File: src/hdl/crlf_line_ring_buffer_unit_defines.svh
// assertion helpers included by the top-level unit file
`ifndef CRLF_LINE_RING_BUFFER_UNIT_DEFINES_SVH
`define CRLF_LINE_RING_BUFFER_UNIT_DEFINES_SVH

// same-cycle implication, clocked on clk_i, off while rst_ni is low
`define CLRB_ASSERT_NOW(label, ante, cons, msg) \
  label: assert property (@(posedge clk_i) disable iff (!rst_ni) (ante) |-> (cons)) \
    else $error(msg);

// next-cycle implication, clocked on clk_i, off while rst_ni is low
`define CLRB_ASSERT_NEXT(label, ante, cons, msg) \
  label: assert property (@(posedge clk_i) disable iff (!rst_ni) (ante) |=> (cons)) \
    else $error(msg);

`endif

File: src/hdl/clrb_pkg.sv
`default_nettype none

package clrb_pkg;

  // ring geometry
  localparam int unsigned RING_DEPTH = 64;
  localparam int unsigned PTR_W      = $clog2(RING_DEPTH);
  localparam int unsigned CNT_W      = $clog2(RING_DEPTH + 1);
  localparam int unsigned LINE_W     = 6;

  localparam logic [PTR_W:0]     DEPTH_WRAP = (PTR_W + 1)'(RING_DEPTH);
  localparam logic [CNT_W-1:0]   DEPTH_CNT  = CNT_W'(RING_DEPTH);
  localparam logic [PTR_W-1:0]   PTR_LAST   = PTR_W'(RING_DEPTH - 1);
  localparam logic [LINE_W-1:0]  LINES_MAX  = LINE_W'(63);

  // characters
  localparam logic [7:0] CH_CR = 8'h0D;
  localparam logic [7:0] CH_LF = 8'h0A;

  // input kind
  localparam logic MODE_PUSH = 1'b0;
  localparam logic MODE_POP  = 1'b1;

  // result status codes
  localparam logic [1:0] STATUS_LINE   = 2'd0;
  localparam logic [1:0] STATUS_NOLINE = 2'd1;
  localparam logic [1:0] STATUS_EMPTY  = 2'd2;

  // controller to datapath
  typedef struct packed {
    logic push;
    logic scan_start;
    logic scan_rd;
    logic scan_step;
    logic found;
    logic emit_rd;
    logic emit_load;
    logic load_noline;
    logic load_empty;
    logic commit;
  } cmd_t;

  // datapath to controller
  typedef struct packed {
    logic pop_ok;
    logic hit;
    logic hit_empty;
    logic scan_end;
    logic emit_last;
    logic out_free;
  } sts_t;

endpackage

`default_nettype wire

File: src/hdl/clrb_ram.sv
`default_nettype none

module clrb_ram #(
  parameter int unsigned WIDTH = 8,
  parameter int unsigned DEPTH = 64
) (
  input  wire logic                     clk_i,
  input  wire logic                     we_i,
  input  wire logic [$clog2(DEPTH)-1:0] waddr_i,
  input  wire logic [WIDTH-1:0]         wdata_i,
  input  wire logic                     re_i,
  input  wire logic [$clog2(DEPTH)-1:0] raddr_i,
  output logic      [WIDTH-1:0]         rdata_o
);

  logic [WIDTH-1:0] mem_q [DEPTH];

  // one write port, one registered read port
  always_ff @(posedge clk_i) begin
    if (we_i) begin
      mem_q[waddr_i] <= wdata_i;
    end
    if (re_i) begin
      rdata_o <= mem_q[raddr_i];
    end
  end

endmodule

`default_nettype wire

File: src/hdl/clrb_ctrl.sv
`default_nettype none

module clrb_ctrl (
  input  wire logic          clk_i,
  input  wire logic          rst_ni,
  input  wire logic          in_valid_i,
  input  wire logic          in_mode_i,
  output logic               in_ready_o,
  input  wire clrb_pkg::sts_t sts_i,
  output clrb_pkg::cmd_t     cmd_o
);

  localparam logic [2:0] ST_IDLE     = 3'd0;
  localparam logic [2:0] ST_SCAN_RD  = 3'd1;
  localparam logic [2:0] ST_SCAN_CMP = 3'd2;
  localparam logic [2:0] ST_NOLINE   = 3'd3;
  localparam logic [2:0] ST_EMPTY    = 3'd4;
  localparam logic [2:0] ST_EMIT_RD  = 3'd5;
  localparam logic [2:0] ST_EMIT_LD  = 3'd6;

  logic [2:0] state_q, state_d;

  // next state and commands
  always_comb begin
    state_d    = state_q;
    cmd_o      = '0;
    in_ready_o = 1'b0;
    case (state_q)
      ST_IDLE: begin
        in_ready_o = 1'b1;
        if (in_valid_i) begin
          if (in_mode_i == clrb_pkg::MODE_POP) begin
            if (sts_i.pop_ok) begin
              cmd_o.scan_start = 1'b1;
              state_d          = ST_SCAN_RD;
            end else begin
              state_d = ST_NOLINE;
            end
          end else begin
            cmd_o.push = 1'b1;
          end
        end
      end
      ST_SCAN_RD: begin
        cmd_o.scan_rd = 1'b1;
        state_d       = ST_SCAN_CMP;
      end
      ST_SCAN_CMP: begin
        if (sts_i.hit) begin
          cmd_o.found = 1'b1;
          state_d     = sts_i.hit_empty ? ST_EMPTY : ST_EMIT_RD;
        end else if (sts_i.scan_end) begin
          state_d = ST_NOLINE;
        end else begin
          cmd_o.scan_step = 1'b1;
          state_d         = ST_SCAN_RD;
        end
      end
      ST_NOLINE: begin
        if (sts_i.out_free) begin
          cmd_o.load_noline = 1'b1;
          state_d           = ST_IDLE;
        end
      end
      ST_EMPTY: begin
        if (sts_i.out_free) begin
          cmd_o.load_empty = 1'b1;
          cmd_o.commit     = 1'b1;
          state_d          = ST_IDLE;
        end
      end
      ST_EMIT_RD: begin
        cmd_o.emit_rd = 1'b1;
        state_d       = ST_EMIT_LD;
      end
      ST_EMIT_LD: begin
        if (sts_i.out_free) begin
          cmd_o.emit_load = 1'b1;
          if (sts_i.emit_last) begin
            cmd_o.commit = 1'b1;
            state_d      = ST_IDLE;
          end else begin
            state_d = ST_EMIT_RD;
          end
        end
      end
      default: begin
        state_d = ST_IDLE;
      end
    endcase
  end

  // state register
  always_ff @(posedge clk_i or negedge rst_ni) begin
    if (!rst_ni) begin
      state_q <= ST_IDLE;
    end else begin
      state_q <= state_d;
    end
  end

endmodule

`default_nettype wire

File: src/hdl/clrb_dp.sv
`default_nettype none

module clrb_dp (
  input  wire logic           clk_i,
  input  wire logic           rst_ni,
  input  wire clrb_pkg::cmd_t cmd_i,
  output clrb_pkg::sts_t      sts_o,
  input  wire logic [7:0]     in_byte_i,
  output logic                out_valid_o,
  input  wire logic           out_ready_i,
  output logic [7:0]          out_byte_o,
  output logic                out_last_o,
  output logic [1:0]          out_status_o
);

  localparam int unsigned PW = clrb_pkg::PTR_W;
  localparam int unsigned CW = clrb_pkg::CNT_W;
  localparam int unsigned LW = clrb_pkg::LINE_W;

  logic [PW-1:0] rp_q, rp_d, wp_q, wp_d;
  logic [CW-1:0] fill_q, fill_d, k_q, k_d, len_q, len_d;
  logic [LW-1:0] lines_q, lines_d;
  logic          last_cr_q, last_cr_d;
  logic          prev_cr_q, prev_cr_d;
  logic          out_valid_q, out_valid_d;
  logic [7:0]    out_byte_q, out_byte_d;
  logic          out_last_q, out_last_d;
  logic [1:0]    out_status_q, out_status_d;

  logic          full;
  logic          we;
  logic          re;
  logic [PW:0]   rd_sum;
  logic [PW-1:0] raddr;
  logic [PW:0]   cm_sum;
  logic [PW-1:0] rp_next;
  logic [CW:0]   k_inc;
  logic [7:0]    rdata;

  // read address wraps once at most
  assign rd_sum = {1'b0, rp_q} + (PW + 1)'(k_q);
  assign raddr  = (rd_sum >= clrb_pkg::DEPTH_WRAP) ? PW'(rd_sum - clrb_pkg::DEPTH_WRAP)
                                                   : PW'(rd_sum);
  // read pointer after line and crlf
  assign cm_sum  = {1'b0, rp_q} + (PW + 1)'(len_q) + (PW + 1)'(2);
  assign rp_next = (cm_sum >= clrb_pkg::DEPTH_WRAP) ? PW'(cm_sum - clrb_pkg::DEPTH_WRAP)
                                                    : PW'(cm_sum);

  assign full  = (fill_q >= clrb_pkg::DEPTH_CNT);
  assign we    = cmd_i.push && !full;
  assign re    = cmd_i.scan_rd || cmd_i.emit_rd;
  assign k_inc = {1'b0, k_q} + (CW + 1)'(1);

  clrb_ram #(
    .WIDTH (8),
    .DEPTH (clrb_pkg::RING_DEPTH)
  ) u_ram (
    .clk_i   (clk_i),
    .we_i    (we),
    .waddr_i (wp_q),
    .wdata_i (in_byte_i),
    .re_i    (re),
    .raddr_i (raddr),
    .rdata_o (rdata)
  );

  // status to controller
  always_comb begin
    sts_o.pop_ok    = (lines_q != '0) && (fill_q >= CW'(2));
    sts_o.hit       = prev_cr_q && (rdata == clrb_pkg::CH_LF);
    sts_o.hit_empty = (k_q == CW'(1));
    sts_o.scan_end  = (k_inc >= {1'b0, fill_q});
    sts_o.emit_last = (k_inc == {1'b0, len_q});
    sts_o.out_free  = !out_valid_q || out_ready_i;
  end

  // pointer, count and scan updates
  always_comb begin
    rp_d      = rp_q;
    wp_d      = wp_q;
    fill_d    = fill_q;
    lines_d   = lines_q;
    last_cr_d = last_cr_q;
    k_d       = k_q;
    len_d     = len_q;
    prev_cr_d = prev_cr_q;
    if (we) begin
      wp_d   = (wp_q == clrb_pkg::PTR_LAST) ? '0 : wp_q + PW'(1);
      fill_d = fill_q + CW'(1);
      if (last_cr_q && (in_byte_i == clrb_pkg::CH_LF) && (lines_q < clrb_pkg::LINES_MAX)) begin
        lines_d = lines_q + LW'(1);
      end
      last_cr_d = (in_byte_i == clrb_pkg::CH_CR);
    end
    if (cmd_i.scan_start) begin
      k_d       = '0;
      prev_cr_d = 1'b0;
    end
    if (cmd_i.scan_step) begin
      k_d       = CW'(k_inc);
      prev_cr_d = (rdata == clrb_pkg::CH_CR);
    end
    if (cmd_i.found) begin
      len_d = k_q - CW'(1);
      k_d   = '0;
    end
    if (cmd_i.emit_load) begin
      k_d = CW'(k_inc);
    end
    if (cmd_i.commit) begin
      rp_d    = rp_next;
      fill_d  = fill_q - len_q - CW'(2);
      lines_d = lines_q - LW'(1);
    end
  end

  // output register
  always_comb begin
    out_valid_d  = out_valid_q && !out_ready_i;
    out_byte_d   = out_byte_q;
    out_last_d   = out_last_q;
    out_status_d = out_status_q;
    if (cmd_i.emit_load) begin
      out_valid_d  = 1'b1;
      out_byte_d   = rdata;
      out_last_d   = sts_o.emit_last;
      out_status_d = clrb_pkg::STATUS_LINE;
    end else if (cmd_i.load_noline || cmd_i.load_empty) begin
      out_valid_d  = 1'b1;
      out_byte_d   = '0;
      out_last_d   = 1'b1;
      out_status_d = cmd_i.load_empty ? clrb_pkg::STATUS_EMPTY : clrb_pkg::STATUS_NOLINE;
    end
  end

  // control registers
  always_ff @(posedge clk_i or negedge rst_ni) begin
    if (!rst_ni) begin
      rp_q        <= '0;
      wp_q        <= '0;
      fill_q      <= '0;
      lines_q     <= '0;
      last_cr_q   <= 1'b0;
      out_valid_q <= 1'b0;
    end else begin
      rp_q        <= rp_d;
      wp_q        <= wp_d;
      fill_q      <= fill_d;
      lines_q     <= lines_d;
      last_cr_q   <= last_cr_d;
      out_valid_q <= out_valid_d;
    end
  end

  // scan and payload registers
  always_ff @(posedge clk_i) begin
    k_q          <= k_d;
    len_q        <= len_d;
    prev_cr_q    <= prev_cr_d;
    out_byte_q   <= out_byte_d;
    out_last_q   <= out_last_d;
    out_status_q <= out_status_d;
  end

  assign out_valid_o  = out_valid_q;
  assign out_byte_o   = out_byte_q;
  assign out_last_o   = out_last_q;
  assign out_status_o = out_status_q;

endmodule

`default_nettype wire

File: src/hdl/crlf_line_ring_buffer_unit.sv
// push beats are accepted back to back while idle; a full ring drops the byte
// pop: the crlf scan reads the ring port per byte (read, compare) up to the terminator,
// then each line byte takes a ram read and an output load; a status result takes one load
// the ram has a single read port and loads wait for a free output; one pop at a time
// reset (async, active low) clears pointers, fill and line counts and the controller;
// the ring ram is not cleared and needs no clearing pass
`default_nettype none

`include "crlf_line_ring_buffer_unit_defines.svh"

module crlf_line_ring_buffer_unit (
  input  wire logic       clk_i,
  input  wire logic       rst_ni,
  input  wire logic       s_axis_tvalid,
  output logic            s_axis_tready,
  input  wire logic [7:0] s_axis_tdata,  // [7:0] data_byte
  input  wire logic       s_axis_tuser,  // [0] mode
  output logic            m_axis_tvalid,
  input  wire logic       m_axis_tready,
  output logic [7:0]      m_axis_tdata,  // [7:0] line_byte
  output logic            m_axis_tlast,
  output logic [1:0]      m_axis_tuser   // [1:0] status
);

  clrb_pkg::cmd_t cmd;
  clrb_pkg::sts_t sts;

  // controller
  clrb_ctrl u_ctrl (
    .clk_i      (clk_i),
    .rst_ni     (rst_ni),
    .in_valid_i (s_axis_tvalid),
    .in_mode_i  (s_axis_tuser),
    .in_ready_o (s_axis_tready),
    .sts_i      (sts),
    .cmd_o      (cmd)
  );

  // datapath with ring ram
  clrb_dp u_dp (
    .clk_i        (clk_i),
    .rst_ni       (rst_ni),
    .cmd_i        (cmd),
    .sts_o        (sts),
    .in_byte_i    (s_axis_tdata),
    .out_valid_o  (m_axis_tvalid),
    .out_ready_i  (m_axis_tready),
    .out_byte_o   (m_axis_tdata),
    .out_last_o   (m_axis_tlast),
    .out_status_o (m_axis_tuser)
  );

  // checks
  `CLRB_ASSERT_NOW(a_load_when_free,
    cmd.emit_load || cmd.load_noline || cmd.load_empty, sts.out_free,
    "result loaded over a beat not yet taken")
  `CLRB_ASSERT_NOW(a_single_load,
    1'b1, $onehot0({cmd.emit_load, cmd.load_noline, cmd.load_empty, cmd.push}),
    "conflicting datapath commands")
  `CLRB_ASSERT_NEXT(a_pop_busy,
    s_axis_tvalid && s_axis_tready && (s_axis_tuser == clrb_pkg::MODE_POP), !s_axis_tready,
    "input taken while a pop is in progress")

endmodule

`default_nettype wire
File: config.mk
export PLATFORM = sky130hd
export DESIGN_NAME = crlf_line_ring_buffer_unit
export DESIGN_NICKNAME = d
export VERILOG_FILES = /design/src/hdl/clrb_pkg.sv /design/src/hdl/clrb_ram.sv /design/src/hdl/clrb_ctrl.sv /design/src/hdl/clrb_dp.sv /design/src/hdl/crlf_line_ring_buffer_unit.sv
export VERILOG_INCLUDE_DIRS = /design/src /design/src/hdl
export SDC_FILE = /design/constraint.sdc
export NUM_CORES = 1
export LEC_CHECK = 0
export ABC_CLOCK_PERIOD_IN_PS = 7600
export BUFFER_PORTS_ARGS = -buffer_cell sky130_fd_sc_hd__clkbuf_2
export CORE_MARGIN = 10
export CORE_UTILIZATION = 43
export CTS_BUF_LIST = sky130_fd_sc_hd__clkbuf_4 sky130_fd_sc_hd__clkbuf_8
export DETAILED_ROUTE_END_ITERATION = 16
export PLACE_DENSITY_LB_ADDON = 0.05
export SYNTH_ARGS = -nofsm -noshare
export SYNTH_HDL_FRONTEND = slang
export SYNTH_HIERARCHICAL = 1
export SYNTH_SLANG_ARGS = --single-unit
File: constraint.sdc
create_clock -name clk_i -period 7.6 [get_ports clk_i]
set_input_delay 1.52 -clock clk_i [delete_from_list [all_inputs] [get_ports clk_i]]
set_output_delay 1.52 -clock clk_i [all_outputs]
set_load 0.005 [all_outputs]
==> results.json, run 1 <==
{
  "wl_mm": 58.66,
  "hold_path_class": "reg -> reg",
  "yosys-top-cells-area": "edfxtp_1, mux4_2, dfrtp_1, ha_1, nor2_1",
  "fin_setup_tns_ns": 0,
  "remaining_drc_errors": 0,
  "htree_levels": 3,
  "numCtsBuffers": 97,
  "firstDrtPassIters": 5,
  "grt_pass1_wl_mm": 86.97,
  "wl_met1_mm": 27.12,
  "fmax_mhz": 239.5,
  "period_minus_slack_ns": 4.175,
  "start_util": 0.4373,
  "port_buffers": 25,
  "viasPerCell": 5.572,
  "vdd_drop_max_mv": 0.1364,
  "postSynthCellCount": 1341,
  "rsz0062_at_grt": "false",
  "critPathCaptureType": "flop",
  "root_buffer": "clkbuf_8",
  "yosysWarnings": 6,
  "synthArstFlopShare": 0.05208,
  "min_from": "u_dp/rp_q[5]",
  "fin_crit_sh": 0.5494,
  "holdPathEnd": "u_dp/rp_q[5]",
  "drive_gt1_frac": 0.2372,
  "nets": 1488,
  "top_layer_used": "met4",
  "io_pins": 26,
  "fin_cells": 2250,
  "cts_setup_buffers": 0,
  "cp_max_fo": 61,
  "ys_ff_latch": 576,
  "seq_area_frac_synth": 0.7067,
  "drt_iter0_markers": 990,
  "r2r_cells": 9,
  "setup_viol": 0,
  "clkSinkCount": 576,
  "grt_max_degree": 66,
  "crit_chain": "ha_4 -> inv_1 -> fa_1 -> inv_4 -> buf_12 -> mux4_2 -> mux2_2 -> a221oi_1 -> o2bb2ai_1",
  "cp_top_family": "buffers and inverters",
  "yosys.area.top_type_share": 0.6741,
  "synth.net_count": 1403,
  "place_congestion": 0.7612,
  "ant_nets": 0,
  "area_growth_syn_to_layout_pct": 11.72,
  "cp_data_required_time_ns": 8.00,
  "status": "finished, final reports clean",
  "hpwl_mm": 35.83,
  "grt_pass1_vias": 12853,
  "holdPathStages": 1,
  "whs_ns": 0.4908,
  "cts_tree": "built",
  "power_density_mw_per_mm2": 308.0,
  "gr-total-overflow": 0,
  "p_leak_nw": 8.991,
  "clk_pin_slew_ns": 0.06,
  "hold_viol": 0,
  "synth_largest_area_cell": "edfxtp_1",
  "cp.arrival_ns": 4.57,
  "die_x_um": 257.4,
  "ctsHoldBuffers": 0,
  "start_kind": "flop",
  "clkLatencyLatePin_ns": 0.68,
  "synth_edf_count": 544,
  "finClkSkew_ns": 0.02705,
  "core_region_area_mm2": 0.05542,
  "reg2reg_slack_ns": 3.42,
  "nFillCells": 4704,
  "dp.cells": 2075,
  "grt.total_usage": 0.1766,
  "crit_buf_inv": 3,
  "slowest_stage": "edfxtp_1",
  "fp.dieH_um": 257.4,
  "route.met3.wl_mm": 3.116,
  "reg2reg_to": "u_dp/u_ram/rdata_o[1]",
  "num_vias": 12538,
  "crit_type": "reg -> reg",
  "antenna_found_initial": 1,
  "max_slew.worst_pin.slew_ns": 0.9988,
  "ys_types": 68,
  "maxSlewHeadroom": 0.3317,
  "worst_path_largest_cell_delay_ns": 0.62,
  "synthesis.area_mm2": 0.02423,
  "syn_avg_cell_area_um2": 18.07,
  "rows": 86,
  "slew_violations": 0,
  "clockBufferDepth": 3,
  "drv_cap": 0,
  "wire_per_inst_um": 26.07,
  "dieArea_mm2": 0.06625,
  "wl_met2_mm": 27.32,
  "ys.flop_type": "edfxtp_1",
  "r2r-start": "u_dp/k_q[0]",
  "cts-resized-gates": 0
}
==> synth_stat cells, types with 6 or more instances <==
cell,count
nand3_1,16
xor2_1,16
a221oi_1,7
o21ai_0,18
and2_1,11
a21o_1,10
or3_1,6
a21oi_1,23
nor4_1,7
buf_2,12
nand4_1,7
nand2_1,43
buf_6,6
buf_4,16
o221ai_1,8
ha_1,45
inv_1,44
dfrtp_1,30
nand2b_1,11
mux2i_1,25
nor2b_1,23
a211oi_1,8
xnor2_1,29
mux2_2,19
edfxtp_1,544
o22ai_1,10
clkbuf_1,22
mux4_2,126
nor2_1,106
nor3_1,16
==> worst reg2reg max path: stages (launching register included) <==
cell and delay (ns):
edfxtp_1 0.62, ha_4 0.20, inv_1 0.04, fa_1 0.48
inv_4 0.45, buf_12 0.42, mux4_2 0.63, mux2_2 0.30
a221oi_1 0.61, o2bb2ai_1 0.18
==> stage by stage <==
stage	utilization	setup slack [ns]	area [µm²]	total power [mW]
2_1_floorplan	-	3.745	24230	5.023
3_3_place_gp	0.4534	2.884	25130	5.632
3_5_place_dp	0.4537	3.309	25140	5.634
4_1_cts	0.4885	3.368	27070	8.435
5_1_grt	0.4885	3.142	27070	8.725
6_report	0.4886	3.425	27070	8.337
==> per-layer routing <==
metal / track usage / vias up
li1: - / 5521
met1: 0.2540 / 6602
met2: 0.2692 / 327
met3: 0.03670 / 88
met4: 0.04787 / 0
met5: 0 / -
==> layout by cell type, fill, tap and decap left out, drive strengths merged, types with 16 or more instances in the layout <==
cell	netlist	final
a21oi	24	24
buf	40	23
clkbuf	22	151
clkinv	1	40
dfrtp	30	30
edfxtp	544	544
ha	45	45
inv	44	45
mux2	20	20
mux2i	25	25
mux4	126	126
nand2	43	43
nand3	17	17
nor2	106	106
nor2b	23	23
nor3	16	16
o21ai	20	20
xnor2	29	29
xor2	16	16
==> report_power, final <==
group	internal (mW)	switching [mW]	total (mW)	leakage, nW
logic	0.748	1.10	1.84	2.68
registers	3.60	0.123	3.72	5.30
clock network	1.54	1.23	2.77	1.01
total	5.89	2.45	8.34	8.99
==> area by class of cell <==
type,count,area [µm²],share of cell area
sequential,576,17130,0.6326
multi-input combinational,658,6596,0.2436
clock buffer,126,1565,0.05781
tap,748,935.9,0.03457
clock inverter,48,365.4,0.01349
timing repair buffer,48,310.3,0.01146
inverter,45,171.4,0.006331
antenna,1,2.502,0.00009243
==> registers in the layout, summed over array words and instances, names as in the netlist <==
| signal | flops |
|---|---|
| u_dp/out_last_o | 1 |
| u_dp/rp_q | 6 |
| u_dp/lines_q | 6 |
| u_dp/out_valid_o | 1 |
| u_dp/k_q | 7 |
| u_dp/u_ram/rdata_o | 8 |
| u_dp/wp_q | 6 |
| u_ctrl/state_q | 3 |
| u_dp/prev_cr_q | 1 |
| u_dp/last_cr_q | 1 |
| u_dp/out_status_o | 2 |
| u_dp/fill_q | 7 |
| u_dp/out_byte_o | 8 |
| u_dp/len_q | 7 |
| u_dp/u_ram/mem_q | 512 |
==> how the worst max path moves through the flow <==
stage	startpoint	to	slack, ns	cells past startpoint
finish	u_dp/k_q[0]	u_dp/u_ram/rdata_o[1]	3.42	9
detailed placement	m_axis_tready	u_dp/lines_q[4]	3.31	12
global route	u_dp/k_q[0]	u_dp/lines_q[4]	3.14	15
floorplan	m_axis_tready	u_dp/lines_q[4]	3.75	11
global placement	s_axis_tdata[2]	u_dp/lines_q[4]	2.88	5
CTS	u_dp/k_q[0]	u_dp/u_ram/rdata_o[1]	3.37	9
==> kinds of logic (layout without fill, tap and decap cells) <==
group	Yosys count	after routing	synth area share
DFF	576	576	0.7067
and+or+nand+nor	266	266	0.05354
muxes	171	171	0.1369
AOI/OAI and AO/OA	127	127	0.03717
buffers and inverters	107	267	0.02287
adders and majority gates	49	49	0.02654
xor gates and xnor gates	45	45	0.01626
other	0	1	0
No activity file was read; power rests on OpenSTA's default activity.
==> inputs of run 2 (changes only) <==
--- a/config.mk
+++ b/config.mk
@@ -6,7 +6,7 @@
 export SDC_FILE = /design/constraint.sdc
 export NUM_CORES = 1
 export LEC_CHECK = 0
-export ABC_CLOCK_PERIOD_IN_PS = 7600
+export ABC_CLOCK_PERIOD_IN_PS = 4000
 export BUFFER_PORTS_ARGS = -buffer_cell sky130_fd_sc_hd__clkbuf_2
 export CORE_MARGIN = 10
 export CORE_UTILIZATION = 43
==> constraint.sdc (replaced) <==
create_clock -name clk_i -period 4 [get_ports clk_i]
set_input_delay 0.8 -clock clk_i [delete_from_list [all_inputs] [get_ports clk_i]]
set_output_delay 0.8 -clock clk_i [all_outputs]
set_load 0.005 [all_outputs]
==> results.json, run 2 (synthesized netlist as in run 1, its figures left out) <==
{
  "dp_slack_ns": 0.2821,
  "clk_pin_slew_ns": 0.06,
  "root_buffer": "clkbuf_8",
  "fmax_mhz": 275.2,
  "clockBufferDepth": 3,
  "wl_mm": 61.14,
  "grt_pass1_vias": 13410,
  "rsz0062_at_grt": "false",
  "nFillCells": 4652,
  "p_sw_frac": 0.2942,
  "nets": 1587,
  "fp.dieH_um": 257.4,
  "reg2reg_slack_ns": 0.37,
  "place_congestion": 0.8455,
  "hold_viol": 0,
  "p_switching_mw": 4.704,
  "timing.final.ws_setup_ns": 0.3669,
  "grt_util_met3": 0.03719,
  "die_x_um": 257.4,
  "clkPwrFrac": 0.326,
  "start_kind": "flop",
  "gr-total-overflow": 0,
  "viasPerCell": 5.490,
  "seqPwrFrac": 0.443,
  "worst_path_largest_cell_delay_ns": 0.47,
  "antenna_found_initial": 2,
  "core_region_area_mm2": 0.05542,
  "slowest_stage": "fa_1",
  "fin_crit_sh": 0.9083,
  "hold_path_class": "in -> async",
  "maxSlewHeadroom": 0.3338,
  "drt_iter0_markers": 1032,
  "busiest_layer": "met2",
  "io_pins": 26,
  "num_vias": 12946,
  "placed_cell_area_mm2": 0.02596,
  "critPathCaptureType": "flop",
  "cp_max_fo": 10,
  "clkLatencyLatePin_ns": 0.68,
  "r2r_cells": 15,
  "drive_gt1_frac": 0.2890,
  "hpwl_mm": 40.06,
  "area_growth_syn_to_layout_pct": 15.22,
  "cp_data_required_time_ns": 4.56,
  "drv_cap": 0,
  "finClkSkew_ns": 0.02573,
  "final_cell_mix": "edfxtp_1, mux4_2, buf_4",
  "htree_levels": 3,
  "period_minus_slack_ns": 3.633,
  "firstDrtPassIters": 5,
  "ant_nets": 0,
  "cts_tree": "built",
  "rows": 86,
  "fin_setup_tns_ns": 0,
  "cp.arrival_ns": 4.19,
  "vdd_drop_max_mv": 0.2714,
  "max_slew.worst_pin.slew_ns": 0.9992,
  "p_leak_nw": 9.551,
  "final_common_cell": "edfxtp_1",
  "slew_violations": 0,
  "grt.total_usage": 0.1864,
  "regArea_mm2": 0.01713,
  "wire_per_inst_um": 25.93,
  "dieArea_mm2": 0.06625,
  "final_area_mm2": 0.02792,
  "crit_chain": "buf_4 -> ha_1 -> nand3_1 -> nor2_1 -> xnor2_1 -> xnor2_1 -> nor4_1 -> a21o_2 -> clkinv_1 -> fa_1 -> inv_1 -> a21o_1 -> a21oi_1 -> xnor2_1 -> mux2_2",
  "p_int_mw": 11.28,
  "grt_max_degree": 65,
  "largest-register": "u_dp/u_ram/mem_q",
  "cts_setup_buffers": 0,
  "numCtsBuffers": 99,
  "power_frac_comb": 0.231,
  "port_buffers": 25,
  "multi_input_area_mm2": 0.006591,
  "remaining_drc_errors": 0,
  "start_util": 0.4373,
  "largest_reg_flops": 512,
  "grtUsageMet1": 0.2567,
  "path_common_cell": "xnor2_1",
  "status": "finished, final reports clean",
  "grt_pass1_wl_mm": 90.67,
  "clkSinkCount": 576,
  "power_density_mw_per_mm2": 572.6,
  "setup_viol": 0,
  "crit_type": "reg -> reg",
  "use_met2": 0.2936
}
-- run 2: final timing paths --
kind | startpoint | endpoint
worst min register to register | u_dp/out_status_o[1] | u_dp/out_status_o[1]
worst max register to register | u_dp/k_q[0] | u_dp/lines_q[4]
max in group asynchronous | rst_ni | u_dp/rp_q[2]
worst max-delay path | u_dp/k_q[0] | u_dp/lines_q[4]
min in group clk_i | u_dp/out_status_o[1] | u_dp/out_status_o[1]
worst min-delay path | rst_ni | u_dp/lines_q[2]
-- run 2: layout make-up --
type / count / area share
Sequential cell: 576 / 0.6134
Multi-Input combinational cell: 658 / 0.2361
Clock buffer: 136 / 0.05987
Timing Repair Buffer: 145 / 0.04078
Tap cell: 748 / 0.03352
Clock inverter: 49 / 0.01013
Inverter: 45 / 0.006139
Antenna cell: 1 / 0.00008963
-- run 2: layer usage --
layer	wire (µm)	up-vias
met5	0	-
met4	1677	0
met3	3040	89
met2	28930	347
met1	27490	6777
li1	-	5733
-- run 2: power by group through the flow --
stage / Combinational (mW) / Sequential, mW / Clock, mW
global placement: 3.73 / 7.19 / 0
global route: 4.02 / 7.10 / 5.67
finish: 3.70 / 7.08 / 5.21
CTS: 3.75 / 7.08 / 5.37
detailed placement: 3.74 / 7.20 / 0
floorplan: 2.49 / 7.05 / 0
-- run 2: what timing repair did --
action	4_1_cts	5_1_grt
endpoints found under the setup margin	0	2
hold buffers	0	0
endpoints found under the hold margin	0	0
resized for setup	0	1
-- run 2: metrics by stage --
stage | hold WS [ns] | util | total power, mW | std cells
finish | 0.2939 | 0.5038 | 15.99 | 2358
global route | 0.2996 | 0.5038 | 16.79 | 2358
CTS | 0.2644 | 0.5038 | 16.20 | 2357
detailed placement | 0.4888 | 0.4685 | 10.94 | 2172
global placement | 0.4835 | 0.4685 | 10.93 | 2172
floorplan | 0.4652 | - | 9.544 | 1341
-- run 2: critical path: cells and delay by family (launching register included) --
| kind | cells | cell delay (ns) |
|---|---|---|
| adders and majority gates | 2 | 0.74 |
| and+or+nand+nor | 3 | 0.61 |
| xor gates and xnor gates | 3 | 0.54 |
| AOI/OAI and AO/OA | 3 | 0.48 |
| DFF | 1 | 0.43 |
| buffers and inverters | 3 | 0.42 |
| muxes | 1 | 0.27 |
==> inputs of run 3 (changes only) <==
--- a/config.mk
+++ b/config.mk
@@ -9,11 +9,10 @@
 export ABC_CLOCK_PERIOD_IN_PS = 4000
 export BUFFER_PORTS_ARGS = -buffer_cell sky130_fd_sc_hd__clkbuf_2
 export CORE_MARGIN = 10
-export CORE_UTILIZATION = 43
+export CORE_UTILIZATION = 40
 export CTS_BUF_LIST = sky130_fd_sc_hd__clkbuf_4 sky130_fd_sc_hd__clkbuf_8
 export DETAILED_ROUTE_END_ITERATION = 16
 export PLACE_DENSITY_LB_ADDON = 0.05
 export SYNTH_ARGS = -nofsm -noshare
 export SYNTH_HDL_FRONTEND = slang
-export SYNTH_HIERARCHICAL = 1
 export SYNTH_SLANG_ARGS = --single-unit
==> results.json, run 3 <==
{
  "slowest_stage": "fa_4",
  "ys.flop_type": "edfxtp_1",
  "cp.arrival_ns": 4.08,
  "largest_reg_flops": 512,
  "gr-total-overflow": 0,
  "cp_max_fo": 30,
  "nFillCells": 5088,
  "synth_compound_area_frac": 0.03323,
  "cp_data_required_time_ns": 4.42,
  "ant_nets": 0,
  "num_vias": 12664,
  "finClkSkew_ns": 0.02843,
  "synth_common_cells": "edfxtp_1, mux4_2, nor2_1",
  "yosys-top-cells-area": "edfxtp_1, mux4_2, dfrtp_1, ha_1, mux2i_1",
  "yosysMostFrequentCell": "edfxtp_1",
  "ys_types": 63,
  "clkLatencyLatePin_ns": 0.69,
  "fmax_mhz": 273.3,
  "seq_area_frac_synth": 0.7096,
  "crit_type": "reg -> reg",
  "synth_top_family_by_area": "multiplexers",
  "crit_buf_inv": 1,
  "root_buffer": "clkbuf_8",
  "start_kind": "flop",
  "synth_edf_count": 544,
  "cp_top_family": "adder cells",
  "reg2reg_slack_ns": 0.34,
  "cp.depth": 7,
  "power_density_mw_per_mm2": 754.7,
  "synth_xor_area_frac": 0.01690,
  "p_leak_nw": 9.547,
  "reg2reg_to": "u_dp.u_ram.rdata_o[6]",
  "maxSlewHeadroom": 0.3213,
  "fin_setup_tns_ns": 0,
  "wl_mm": 60.29,
  "fp.dieH_um": 265.6,
  "synthesis.area_mm2": 0.02414,
  "ys_ff_latch": 576,
  "area_growth_syn_to_layout_pct": 15.58,
  "drv_cap": 0,
  "synth_largest_area_cell": "edfxtp_1",
  "crit_chain": "fa_4 -> buf_12 -> mux4_2 -> mux2i_1 -> mux2_2 -> o22ai_1 -> a221o_1",
  "numCtsBuffers": 98,
  "io_pins": 26,
  "port_buffers": 25,
  "largest-register": "u_dp.u_ram.mem_q",
  "ctsHoldBuffers": 0,
  "setup_viol": 0,
  "grt_pass1_vias": 13385,
  "firstDrtPassIters": 8,
  "rows": 89,
  "synthMuxAreaShare": 0.1445,
  "cts_setup_buffers": 0,
  "yosysWarnings": 0,
  "setup.worst_path.start": "u_dp.k_q[1]",
  "status": "finished, final reports clean",
  "drive_gt1_frac": 0.2849,
  "die_x_um": 265.6,
  "grt_pass1_wl_mm": 90.29,
  "cts-resized-gates": 0,
  "syn_avg_cell_area_um2": 18.07,
  "nets": 1550,
  "place_congestion": 0.7771,
  "synthArstFlopShare": 0.05208,
  "final_cell_mix": "edfxtp_1, mux4_2, clkbuf_8",
  "r2r_cells": 7,
  "crit_path_end": "u_dp.u_ram.rdata_o[6]",
  "synth.net_count": 1395,
  "r2r-start": "u_dp.k_q[1]",
  "worst_path_largest_cell_delay_ns": 1.15,
  "slew_violations": 0,
  "htree_levels": 3,
  "fin_crit_sh": 0.9147,
  "yosys.area.top_type_share": 0.6768,
  "hold_path_class": "in -> async",
  "critPathCaptureType": "flop",
  "clk_pin_slew_ns": 0.06,
  "antenna_found_initial": 3,
  "drt_iter0_markers": 1027,
  "rsz0062_at_grt": "false",
  "vdd_drop_max_mv": 0.5245,
  "grt.total_usage": 0.1733,
  "max_slew.worst_pin.slew_ns": 1.014,
  "clockBufferDepth": 3,
  "hold_viol": 0,
  "wire_per_inst_um": 25.65,
  "utilization": 0.4700,
  "cts_tree": "built",
  "start_util": 0.4067,
  "clkSinkCount": 576,
  "period_minus_slack_ns": 3.659,
  "synthSimpleGateAreaFrac": 0.05194,
  "hpwl_mm": 38.02,
  "core_region_area_mm2": 0.05935,
  "grt_max_degree": 66,
  "final_common_cell": "edfxtp_1",
  "dieArea_mm2": 0.07057,
  "postSynthCellCount": 1336,
  "viasPerCell": 5.389,
  "synth_adder_area_share": 0.02509,
  "remaining_drc_errors": 0
}
-- run 3: worst min-delay path by stage --
stage	start	endpoint	slack, ns	cells past startpoint
6_report	rst_ni	u_dp.fill_q[5]	0.25	1
5_1_grt	rst_ni	u_dp.rp_q[3]	0.27	1
4_1_cts	rst_ni	u_dp.fill_q[5]	0.22	1
3_5_place_dp	u_dp.out_status_o[0]	u_dp.out_status_o[0]	0.49	2
3_3_place_gp	u_dp.out_status_o[0]	u_dp.out_status_o[0]	0.48	2
2_1_floorplan	u_dp.rp_q[5]	u_dp.rp_q[5]	0.46	1
-- run 3: routing by layer --
metal / part of all wire / GRT usage / wire [µm]
met1: 0.44 / 0.2307 / 26570
met2: 0.49 / 0.2824 / 29370
met3: 0.053 / 0.03958 / 3219
met4: 0.019 / 0.04833 / 1127
met5: 0 / 0 / 0
-- run 3: final cells by class --
cell class / count / area (µm²) / area share
antenna: 1 / 2.502 / 0.00008970
clock buffer: 144 / 1788 / 0.06409
tap: 773 / 967.2 / 0.03467
inverter: 38 / 142.6 / 0.005113
sequential: 576 / 17130 / 0.6139
clock inverter: 41 / 297.8 / 0.01067
multi-input combinational: 655 / 6606 / 0.2368
timing repair buffer: 122 / 965.9 / 0.03462
-- run 3: power by group --
group | internal, mW | total (mW) | switching (mW)
clock network | 3.13 | 5.52 | 2.39
logic | 3.64 | 8.30 | 4.66
registers | 6.94 | 7.23 | 0.297
-- run 3: kinds of logic after synthesis --
family	after synthesis
flops	576
fa+ha+maj	46
simple gates	262
compound gates	118
buf+inv	105
xor+xnor	44
mux	185
-- run 3: stage by stage --
step	instances	worst slack [ns]	power [mW]	cell area (µm²)	hold slack [ns]
3_5_place_dp	2164	0.3423	15.76	25810	0.4933
5_1_grt	2350	0.1880	22.20	27900	0.2691
2_1_floorplan	1336	0.6551	12.78	24140	0.4604
6_report	2350	0.3413	21.05	27900	0.2481
3_3_place_gp	2164	0.3650	15.75	25810	0.4826
4_1_cts	2349	0.3298	21.35	27890	0.2210
